===== src/hdl/ordered_list_cursor_shuffle_top_assert.svh =====
// Assertion macros for the ordered key list block.
// Used by ordered_list_cursor_shuffle_top; depends on nothing else.
`ifndef ORDERED_LIST_CURSOR_SHUFFLE_TOP_ASSERT_SVH
`define ORDERED_LIST_CURSOR_SHUFFLE_TOP_ASSERT_SVH

// Property that must hold at every clock edge outside reset.
`define OLCS_ASSERT(label, prop, msg) \
   label: assert property (@(posedge clock) disable iff (reset) (prop)) else $error(msg);

// Condition that implies a consequence in the following cycle.
`define OLCS_ASSERT_NEXT(label, cond, conseq, msg) \
   label: assert property (@(posedge clock) disable iff (reset) (cond) |=> (conseq)) \
      else $error(msg);

`endif


===== src/hdl/olcs_pkg.sv =====
// Package for the ordered key list block: request codes, state codes, constants.
// Used by ordered_list_cursor_shuffle_top; depends on nothing.
`timescale 1ns / 1ps

package olcs_pkg;

   localparam int ENTRIES_DEF  = 64;
   localparam int KEY_BITS_DEF = 32;

   localparam logic [31:0] SEED_XOR = 32'hDEADBEEF;
   localparam logic [31:0] LCG_MUL  = 32'd1664525;
   localparam logic [31:0] LCG_ADD  = 32'd1013904223;

   localparam logic [3:0] REQ_ADD     = 4'd0;
   localparam logic [3:0] REQ_REMOVE  = 4'd1;
   localparam logic [3:0] REQ_CLEAR   = 4'd2;
   localparam logic [3:0] REQ_UP      = 4'd3;
   localparam logic [3:0] REQ_DOWN    = 4'd4;
   localparam logic [3:0] REQ_READ    = 4'd5;
   localparam logic [3:0] REQ_CURRENT = 4'd6;
   localparam logic [3:0] REQ_NEXT    = 4'd7;
   localparam logic [3:0] REQ_PREV    = 4'd8;
   localparam logic [3:0] REQ_SELECT  = 4'd9;
   localparam logic [3:0] REQ_SHUFFLE = 4'd10;

   localparam logic [1:0] CSR_REPEAT = 2'd0;

   typedef enum logic [3:0] {
      ST_IDLE,
      ST_SCAN,     // read entries one by one and compare with the key
      ST_SHIFT,    // copy entry i+1 to i for remove
      ST_SWAP_RD,  // read the second entry of a swap
      ST_SWAP_WR,  // write the saved first entry into the partner slot
      ST_READ,     // wait for one memory read
      ST_LCG,      // advance the generator
      ST_MOD,      // bit-serial remainder
      ST_RESP      // result waits to be taken
   } state_type;

endpackage


===== src/hdl/ordered_list_cursor_shuffle_top.sv =====
// Ordered key list with cursor and seeded shuffle: top level and only module.
// Depends on olcs_pkg and ordered_list_cursor_shuffle_top_assert.svh.
`timescale 1ns / 1ps

// The block keeps up to ENTRIES unique keys in one single-port memory and takes
// one item at a time; the result is held on rsp_ until taken. The memory port
// makes one access per cycle. Clear, next, prev and shuffle on fewer than two
// entries go straight to the result; read and current do one memory read; add
// and select scan the list; remove shifts the later entries down; up and down
// swap two entries; shuffle runs for each of the count-1 steps a generator step,
// a bit-serial remainder and, where the partner differs, a two-entry swap.
// No clearing pass is needed after reset.
module ordered_list_cursor_shuffle_top
   import olcs_pkg::*;
#(
   parameter int ENTRIES  = ENTRIES_DEF,
   parameter int KEY_BITS = KEY_BITS_DEF
) (
   input  logic        clock,
   input  logic        reset,
   input  logic        req_valid,
   output logic        req_stall,
   input  logic [3:0]  req_type,
   input  logic [31:0] req_entry_key,
   input  logic [7:0]  req_position,
   input  logic [31:0] req_shuffle_seed,
   output logic        rsp_valid,
   input  logic        rsp_stall,
   output logic        rsp_ok,
   output logic [31:0] rsp_key_out,
   output logic [5:0]  rsp_cursor_out,
   output logic [6:0]  rsp_count_out,
   input  logic        csr_psel,
   input  logic        csr_penable,
   input  logic        csr_pwrite,
   input  logic [1:0]  csr_paddr,
   input  logic [31:0] csr_pwdata,
   output logic [31:0] csr_prdata,
   output logic        csr_pready
);

`include "ordered_list_cursor_shuffle_top_assert.svh"

   localparam int AW = $clog2(ENTRIES);
   localparam int CW = $clog2(ENTRIES + 1);
   localparam int PW = (CW + 1 > 9) ? CW + 1 : 9;
   localparam logic [CW-1:0] FULL = CW'(ENTRIES);

   // Key memory, one read or write port, registered read data.
   logic [KEY_BITS-1:0] mem [ENTRIES];
   logic [KEY_BITS-1:0] rdata_ff;
   logic                mem_we;
   logic [AW-1:0]       mem_addr;
   logic [KEY_BITS-1:0] mem_wdata;

   always_ff @(posedge clock) begin
      if (mem_we) begin
         mem[mem_addr] <= mem_wdata;
      end
      rdata_ff <= mem[mem_addr];
   end

   state_type           state_ff, state_in;
   logic [CW-1:0]       count_ff, count_in;
   logic [AW-1:0]       cursor_ff, cursor_in;
   logic [31:0]         lcg_ff, lcg_in;
   logic                repeat_ff;
   logic [3:0]          op_ff, op_in;
   logic [KEY_BITS-1:0] key_ff, key_in;
   logic [CW-1:0]       idx_ff, idx_in;    // walking index
   logic [CW-1:0]       jdx_ff, jdx_in;    // swap partner
   logic [KEY_BITS-1:0] tmp_ff, tmp_in;    // first entry of a swap
   logic [32:0]         rem_ff, rem_in;    // remainder in progress
   logic [5:0]          bit_ff, bit_in;
   logic                ok_ff, ok_in;
   logic [31:0]         kout_ff, kout_in;

   // Configuration register.
   always_ff @(posedge clock) begin
      if (reset) begin
         repeat_ff <= 1'b0;
      end else if (csr_psel && csr_penable && csr_pwrite && csr_paddr == CSR_REPEAT) begin
         repeat_ff <= csr_pwdata[0];
      end
   end
   assign csr_pready = 1'b1;
   assign csr_prdata = (csr_paddr == CSR_REPEAT) ? {31'd0, repeat_ff} : 32'd0;

   assign req_stall      = (state_ff != ST_IDLE);
   assign rsp_valid      = (state_ff == ST_RESP);
   assign rsp_ok         = ok_ff;
   assign rsp_key_out    = kout_ff;
   assign rsp_cursor_out = 6'(cursor_ff);
   assign rsp_count_out  = 7'(count_ff);

   always_ff @(posedge clock) begin
      if (reset) begin
         state_ff  <= ST_IDLE;
         count_ff  <= '0;
         cursor_ff <= '0;
         lcg_ff    <= '0;
      end else begin
         state_ff  <= state_in;
         count_ff  <= count_in;
         cursor_ff <= cursor_in;
         lcg_ff    <= lcg_in;
      end
   end

   always_ff @(posedge clock) begin
      op_ff   <= op_in;
      key_ff  <= key_in;
      idx_ff  <= idx_in;
      jdx_ff  <= jdx_in;
      tmp_ff  <= tmp_in;
      rem_ff  <= rem_in;
      bit_ff  <= bit_in;
      ok_ff   <= ok_in;
      kout_ff <= kout_in;
   end

   logic [PW-1:0] pos_w;
   logic [CW-1:0] cur_w;
   logic [32:0]   rem_sh;
   logic [32:0]   modulus;

   // Sequencer: next state, memory access and result.
   always_comb begin
      state_in  = state_ff;
      count_in  = count_ff;
      cursor_in = cursor_ff;
      lcg_in    = lcg_ff;
      op_in     = op_ff;
      key_in    = key_ff;
      idx_in    = idx_ff;
      jdx_in    = jdx_ff;
      tmp_in    = tmp_ff;
      rem_in    = rem_ff;
      bit_in    = bit_ff;
      ok_in     = ok_ff;
      kout_in   = kout_ff;
      mem_we    = 1'b0;
      mem_addr  = AW'(idx_ff);
      mem_wdata = rdata_ff;
      pos_w     = PW'(req_position);
      cur_w     = CW'(cursor_ff);
      modulus   = 33'(idx_ff) + 33'd1;
      rem_sh    = {rem_ff[31:0], lcg_ff[5'(bit_ff)]};

      case (state_ff)
         ST_IDLE: begin
            if (req_valid) begin
               op_in   = req_type;
               key_in  = KEY_BITS'(req_entry_key);
               ok_in   = 1'b0;
               kout_in = '0;
               idx_in  = '0;
               state_in = ST_RESP;
               case (req_type)
                  REQ_ADD, REQ_SELECT: begin
                     if (req_type == REQ_ADD && count_ff == FULL) begin
                        state_in = ST_RESP;
                     end else if (count_ff == '0) begin
                        if (req_type == REQ_ADD) begin
                           mem_we    = 1'b1;
                           mem_addr  = '0;
                           mem_wdata = KEY_BITS'(req_entry_key);
                           count_in  = count_ff + 1'b1;
                           ok_in     = 1'b1;
                        end
                     end else begin
                        mem_addr = '0;
                        state_in = ST_SCAN;
                     end
                  end
                  REQ_REMOVE: begin
                     if (pos_w < PW'(count_ff)) begin
                        ok_in  = 1'b1;
                        idx_in = CW'(req_position);
                        bit_in = 6'd0;
                        count_in = count_ff - 1'b1;
                        if (count_ff == CW'(1)) begin
                           cursor_in = '0;
                        end else if (cur_w >= count_ff - 1'b1) begin
                           cursor_in = AW'(count_ff - CW'(2));
                        end else if (CW'(req_position) < cur_w) begin
                           cursor_in = cursor_ff - 1'b1;
                        end
                        if (pos_w + 1 < PW'(count_ff)) begin
                           mem_addr = AW'(pos_w + 1);
                           state_in = ST_SHIFT;
                        end
                     end
                  end
                  REQ_CLEAR: begin
                     count_in  = '0;
                     cursor_in = '0;
                     ok_in     = 1'b1;
                  end
                  REQ_UP, REQ_DOWN: begin
                     if (req_type == REQ_UP ? (pos_w != '0 && pos_w < PW'(count_ff))
                                            : (pos_w + 1 < PW'(count_ff))) begin
                        ok_in  = 1'b1;
                        idx_in = (req_type == REQ_UP) ? CW'(pos_w - 1) : CW'(pos_w);
                        jdx_in = CW'(idx_in + 1'b1);
                        mem_addr = AW'(idx_in);
                        state_in = ST_SWAP_RD;
                        if (cur_w == idx_in) begin
                           cursor_in = AW'(idx_in + 1'b1);
                        end else if (cur_w == idx_in + 1'b1) begin
                           cursor_in = AW'(idx_in);
                        end
                     end
                  end
                  REQ_READ: begin
                     if (pos_w < PW'(count_ff)) begin
                        mem_addr = AW'(pos_w);
                        state_in = ST_READ;
                     end
                  end
                  REQ_CURRENT: begin
                     if (count_ff != '0) begin
                        mem_addr = cursor_ff;
                        state_in = ST_READ;
                     end
                  end
                  REQ_NEXT: begin
                     if (count_ff != '0) begin
                        if (cur_w + 1'b1 < count_ff) begin
                           cursor_in = cursor_ff + 1'b1;
                           ok_in = 1'b1;
                        end else if (repeat_ff) begin
                           cursor_in = '0;
                           ok_in = 1'b1;
                        end
                     end
                  end
                  REQ_PREV: begin
                     if (count_ff != '0) begin
                        if (cursor_ff != '0) begin
                           cursor_in = cursor_ff - 1'b1;
                           ok_in = 1'b1;
                        end else if (repeat_ff) begin
                           cursor_in = AW'(count_ff - 1'b1);
                           ok_in = 1'b1;
                        end
                     end
                  end
                  REQ_SHUFFLE: begin
                     ok_in = 1'b1;
                     if (count_ff >= CW'(2)) begin
                        lcg_in    = req_shuffle_seed ^ SEED_XOR;
                        idx_in    = count_ff - 1'b1;
                        cursor_in = '0;
                        state_in  = ST_LCG;
                     end
                  end
                  default: begin
                     state_in = ST_RESP;
                  end
               endcase
            end
         end
         ST_SCAN: begin
            // rdata holds entry idx.
            if (rdata_ff == key_ff) begin
               if (op_ff == REQ_SELECT) begin
                  cursor_in = AW'(idx_ff);
                  ok_in = 1'b1;
               end
               state_in = ST_RESP;
            end else if (idx_ff + 1'b1 == count_ff) begin
               if (op_ff == REQ_ADD) begin
                  mem_we    = 1'b1;
                  mem_addr  = AW'(count_ff);
                  mem_wdata = key_ff;
                  count_in  = count_ff + 1'b1;
                  ok_in     = 1'b1;
               end
               state_in = ST_RESP;
            end else begin
               idx_in   = idx_ff + 1'b1;
               mem_addr = AW'(idx_ff + 1'b1);
            end
         end
         ST_SHIFT: begin
            // rdata holds entry idx+1; write it to idx, then read the next one.
            if (bit_ff[0] == 1'b0) begin
               mem_we   = 1'b1;
               mem_addr = AW'(idx_ff);
               idx_in   = idx_ff + 1'b1;
               bit_in   = 6'd1;
               if (idx_ff + 1'b1 >= count_ff) begin
                  state_in = ST_RESP;
                  bit_in   = 6'd0;
               end
            end else begin
               mem_addr = AW'(idx_ff + 1'b1);
               bit_in   = 6'd0;
            end
         end
         ST_SWAP_RD: begin
            // rdata holds entry idx; read jdx next.
            tmp_in   = rdata_ff;
            mem_addr = AW'(jdx_ff);
            state_in = ST_READ;
            bit_in   = 6'd0;
         end
         ST_READ: begin
            if (op_ff == REQ_READ || op_ff == REQ_CURRENT) begin
               kout_in  = 32'(rdata_ff);
               ok_in    = 1'b1;
               state_in = ST_RESP;
            end else begin
               // Swap: write entry jdx into idx.
               mem_we    = 1'b1;
               mem_addr  = AW'(idx_ff);
               mem_wdata = rdata_ff;
               state_in  = ST_SWAP_WR;
            end
         end
         ST_SWAP_WR: begin
            mem_we    = 1'b1;
            mem_addr  = AW'(jdx_ff);
            mem_wdata = tmp_ff;
            if (op_ff == REQ_SHUFFLE && idx_ff > CW'(1)) begin
               idx_in   = idx_ff - 1'b1;
               state_in = ST_LCG;
            end else begin
               state_in = ST_RESP;
            end
         end
         ST_LCG: begin
            lcg_in   = lcg_ff * LCG_MUL + LCG_ADD;
            rem_in   = '0;
            bit_in   = 6'd31;
            state_in = ST_MOD;
         end
         ST_MOD: begin
            // Restoring remainder, one dividend bit a cycle, msb first.
            rem_in = (rem_sh >= modulus) ? rem_sh - modulus : rem_sh;
            bit_in = bit_ff - 1'b1;
            if (bit_ff == 6'd0) begin
               jdx_in = CW'(rem_in);
               if (CW'(rem_in) != idx_ff) begin
                  mem_addr = AW'(idx_ff);
                  state_in = ST_SWAP_RD;
               end else if (idx_ff > CW'(1)) begin
                  idx_in   = idx_ff - 1'b1;
                  state_in = ST_LCG;
               end else begin
                  state_in = ST_RESP;
               end
            end
         end
         ST_RESP: begin
            if (!rsp_stall) begin
               state_in = ST_IDLE;
            end
         end
         default: begin
            state_in = ST_IDLE;
         end
      endcase
   end

   `OLCS_ASSERT(a_count_range, count_ff <= FULL, "entry count above capacity")
   `OLCS_ASSERT(a_cursor_range, count_ff == '0 || CW'(cursor_ff) < count_ff,
      "cursor past the last entry")
   `OLCS_ASSERT_NEXT(a_resp_holds, rsp_valid && rsp_stall, rsp_valid && $stable(rsp_key_out),
      "stalled result changed")
   `OLCS_ASSERT_NEXT(a_busy_no_accept, state_ff != ST_IDLE && state_ff != ST_RESP,
      !rsp_valid || $past(state_ff) != ST_IDLE, "result without work")

endmodule


===== config.mk =====
export PLATFORM = sky130hd
export DESIGN_NAME = ordered_list_cursor_shuffle_top
export DESIGN_NICKNAME = d
export VERILOG_FILES = /design/src/hdl/olcs_pkg.sv /design/src/hdl/ordered_list_cursor_shuffle_top.sv
export VERILOG_INCLUDE_DIRS = /design/src /design/src/hdl
export SDC_FILE = /design/constraint.sdc
export NUM_CORES = 2
export LEC_CHECK = 0
export BUFFER_PORTS_ARGS = -buffer_cell sky130_fd_sc_hd__buf_4
export CAP_MARGIN = 20
export CORE_MARGIN = 1.5
export CORE_UTILIZATION = 40
export DETAILED_ROUTE_END_ITERATION = 7
export PLACE_DENSITY = 0.53
export SYNTH_ARGS = -nofsm -noshare
export SYNTH_HDL_FRONTEND = slang
export SYNTH_SLANG_ARGS = --single-unit

===== constraint.sdc =====
create_clock -name clock -period 23.6 [get_ports clock]
set_input_delay 2.36 -clock clock [delete_from_list [all_inputs] [get_ports clock]]
set_output_delay 2.36 -clock clock [all_outputs]
set_load 0.005 [all_outputs]

==> reports/results.txt <==
WS Path Type: in2reg
Synth Area per Inst: 17.62 µm²
Vias/cell: 5.766
Slew @ Worst Pin: 1.134 ns
Status: finished, final reports clean
Area of placed instances: 0.1051 mm²
Pre-antenna DRT Iters: 6
Yosys warns: 0
Avg WL per Cell: 31.37 µm
1st-iter DRT viols: 5986
Synth Area in Simple Gates: 4.178%
Multiplexer share of the synthesized area: 12.81%
# port buffers: 134
Hold path depth: 0
Post CTS Setup Buffer Count: 0
Main synth FF type: edfxtp_1
Synth Area in Compound Gates: 5.108%
Remaining Overflow, GRT: 0
# rows: 183
Post-Synth Adder-Cell Area: 5.588%
Syn Inst Count: 5651
Slowest stage cell, crit path: buf_4
TNS Setup: 0 ns
Post-synth EDFFs: 2200
Power Density: 113.1 mW/mm²
Worst-Skew Late Latency: 0.88 ns
CTS sink cnt: 2282
F_max: 0.1085 GHz
Ys async rst share: 0%
GP Congestion: 0.9236
Die height: 502.0 µm
Clk_skew: 0.06358 ns
Ports: 198
Post-synthesis sequential area ratio: 67.98%
Xor/xnor share of the synthesized area: 1.557%
Place WS: 13.51 ns
#FFs+latches synth: 2282
TritonCTS Buffers: 228
Crit start category: primary input
Post-cts resize count: 0
Initial antenna violation count: 26
Peak supply drop: 109.3 µV
R2R setup slack: 15.38 ns
Fin area: 0.1127 mm²
H-tree level count: 4
Largest family of logic cells by synthesized area: multiplexers
Vias in the first global route: 54.59k
Nets@finish: 6385
Post-DP HPWL: 175600 µm
Clk Tree Root Cell: clkbuf_16
RSZ-0062 raised after global routing: no
Minimum clock period after layout: 9.219 ns
Worst endpoint required time: 24.31 ns
Worst path max stage delay: 0.72 ns
Critical-path cell list: buf_4 > ha_1 > nand3_1 > xnor2_1 > ha_1 > a21oi_1 > a2bb2oi_1 > o31a_1 > a32oi_2 > a221o_1 > o31a_1 > a221oi_4 > buf_12 > buf_4 > buf_4 > mux4_2 > a22oi_1 > nand4_1 > or2_1
Max Root-Sink Buffers: 3
Final worst slack: 14.38 ns
Synth Cell Area: 0.09960 mm²
Hold endpoint: tmp_ff[24]$_DFFE_PP_
Hold-fix buffers, CTS: 0
Largest net degree at the start of global routing: 107
Final WL: 296200 µm
RR Endpoint: rdata_ff[10]$_DFF_P_
CTS tree: yes
Layout area overhead: 13.17%
Top-count cell post-synth: edfxtp_1
Synth top area share: 66.33%
Setup-failing EPs final: 0
RR Startpoint: rsp_count_out[5]$_SDFFE_PP0P_
First-pass GRT wire length: 415900 µm
Initial Util: 40.13%
Largest area contributor in the netlist: edfxtp_1
Largest fanout on the critical path: 89
Layout cell share with drive strength beyond 1: 20.78%
Ranking of synthesized cells by area: edfxtp_1, mux4_2, ha_1, fa_1, mux2i_1
Period Utilization, post-route: 39.07%
Total GRT Usage: 23.38%
Slew Viols, Final: 0
R2R depth: 16
Class of the worst hold path: reg2reg
Core ar.: 0.2482 mm²
Residual DRC: 0
Vias: 54.45k
Max cap viols: 0
CP Capture Type: flip-flop
Top post-synthesis cells by count: edfxtp_1, mux4_2, inv_1
Rel. slew slack: 23.59%
HP Start: rdata_ff[24]$_DFF_P_
Hold_ws: 0.5297 ns
Reg clk slew, reported paths: 0.06 ns
Cell mode on critical path: buf_4
Cell variety after synth: 93
Die area: 0.2520 mm²
WP data arrival: 9.92 ns
Die Wd: 502.0 µm
Final Hold Fails: 0
Leak: 37.67 nW
Number of routed nets with antenna violations: 0
## power by group
| group | internal, mW | switching (mW) | total (mW) | leakage (nW) |
|---|---|---|---|---|
| clock | 1.92 | 1.58 | 3.51 | 3.52 |
| combinational | 1.40 | 2.50 | 3.90 | 13.6 |
| sequential | 5.21 | 0.132 | 5.34 | 20.6 |
## cells by family after synthesis
logic type / count (synthesis)
xor+xnor: 177
mux: 686
buf+inv: 607
compound gates: 712
simple gates: 823
fa+ha+maj: 362
flops: 2282
other cells: 2
## state kept, by name (all words and copies together) (netlist names)
signal          count
rdata_ff           32
rsp_key_out        32
key_ff             32
state_ff            4
rsp_ok              1
jdx_ff              6
idx_ff              7
lcg_ff             32
mem              2048
rem_ff             32
bit_ff              6
rsp_count_out       7
rsp_cursor_out      6
repeat_ff           1
tmp_ff             32
op_ff               4
## final cells by class
cell class / count / area [µm²]
diodes: 11 / 27.53
inverters: 298 / 1119
clock buffers: 286 / 6075
repair buffers: 304 / 2594
fillers: 21560 / 135500
flip-flops and latches: 2282 / 67700
well taps: 3330 / 4167
multi-input cells: 2792 / 29920
clock inverters: 140 / 1107
## layer usage
layer	routed length (µm)	global-route usage, %
met2	138800	36.98
met3	20120	3.436
met4	6684	5.500
met1	130600	34.06
met5	40	0
## placed cells by master (no fill, tap or decap), drive strengths merged, types with 11 or more instances in the layout
cell	netlist	final
edfxtp	2200	2200
mux4	470	470
inv	297	304
buf	172	304
clkbuf	137	286
nor2	251	251
a22oi	246	246
ha	224	224
mux2i	210	210
nand2	175	175
fa	138	138
clkinv	1	120
xnor2	108	108
o21ai	106	106
a21oi	99	99
dfxtp	82	82
nand4	78	78
xor2	69	69
nand3	53	53
nor3	49	49
a211oi	47	47
and2	46	46
a221o	38	38
or2	35	35
a21o	34	34
conb	2	32
nand2b	26	26
nor4	24	24
a31oi	23	23
nor2b	20	20
or3	19	19
a221oi	16	16
o211ai	12	12
diode	0	11
and3	11	11
## critical path: cells and delay by family
family                   cells  cell delay (ns)
AO/OA/AOI/OAI                8             2.57
buffers and inverters        4             2.21
AND/OR/NAND/NOR              3             1.16
adder cells (fa/ha/maj)      2             0.58
multiplexers                 1             0.58
XOR/XNOR                     1             0.23
## metrics by stage
stage          instances  power [mW]  utilization, %
3_3_place_gp        8985       9.195           42.34
3_5_place_dp        8986       9.263           42.35
6_report            9443       12.75           45.41
2_1_floorplan       5681       7.880               -
4_1_cts             9412       12.76           45.24
5_1_grt             9437       13.25           45.41
## worst max path at each step
stage               slack [ns]             from              endpoint
global placement         13.50  req_position[1]   rdata_ff[7]$_DFF_P_
floorplan                15.65  req_position[2]  mem[10][0]$_DFFE_PP_
detailed placement       13.51  req_position[1]   rdata_ff[7]$_DFF_P_
global route             13.85  req_position[1]   rdata_ff[7]$_DFF_P_
CTS                      14.43  req_position[1]   rdata_ff[7]$_DFF_P_
finish                   14.38  req_position[1]  rdata_ff[10]$_DFF_P_
(Power assumes the default switching activity.)
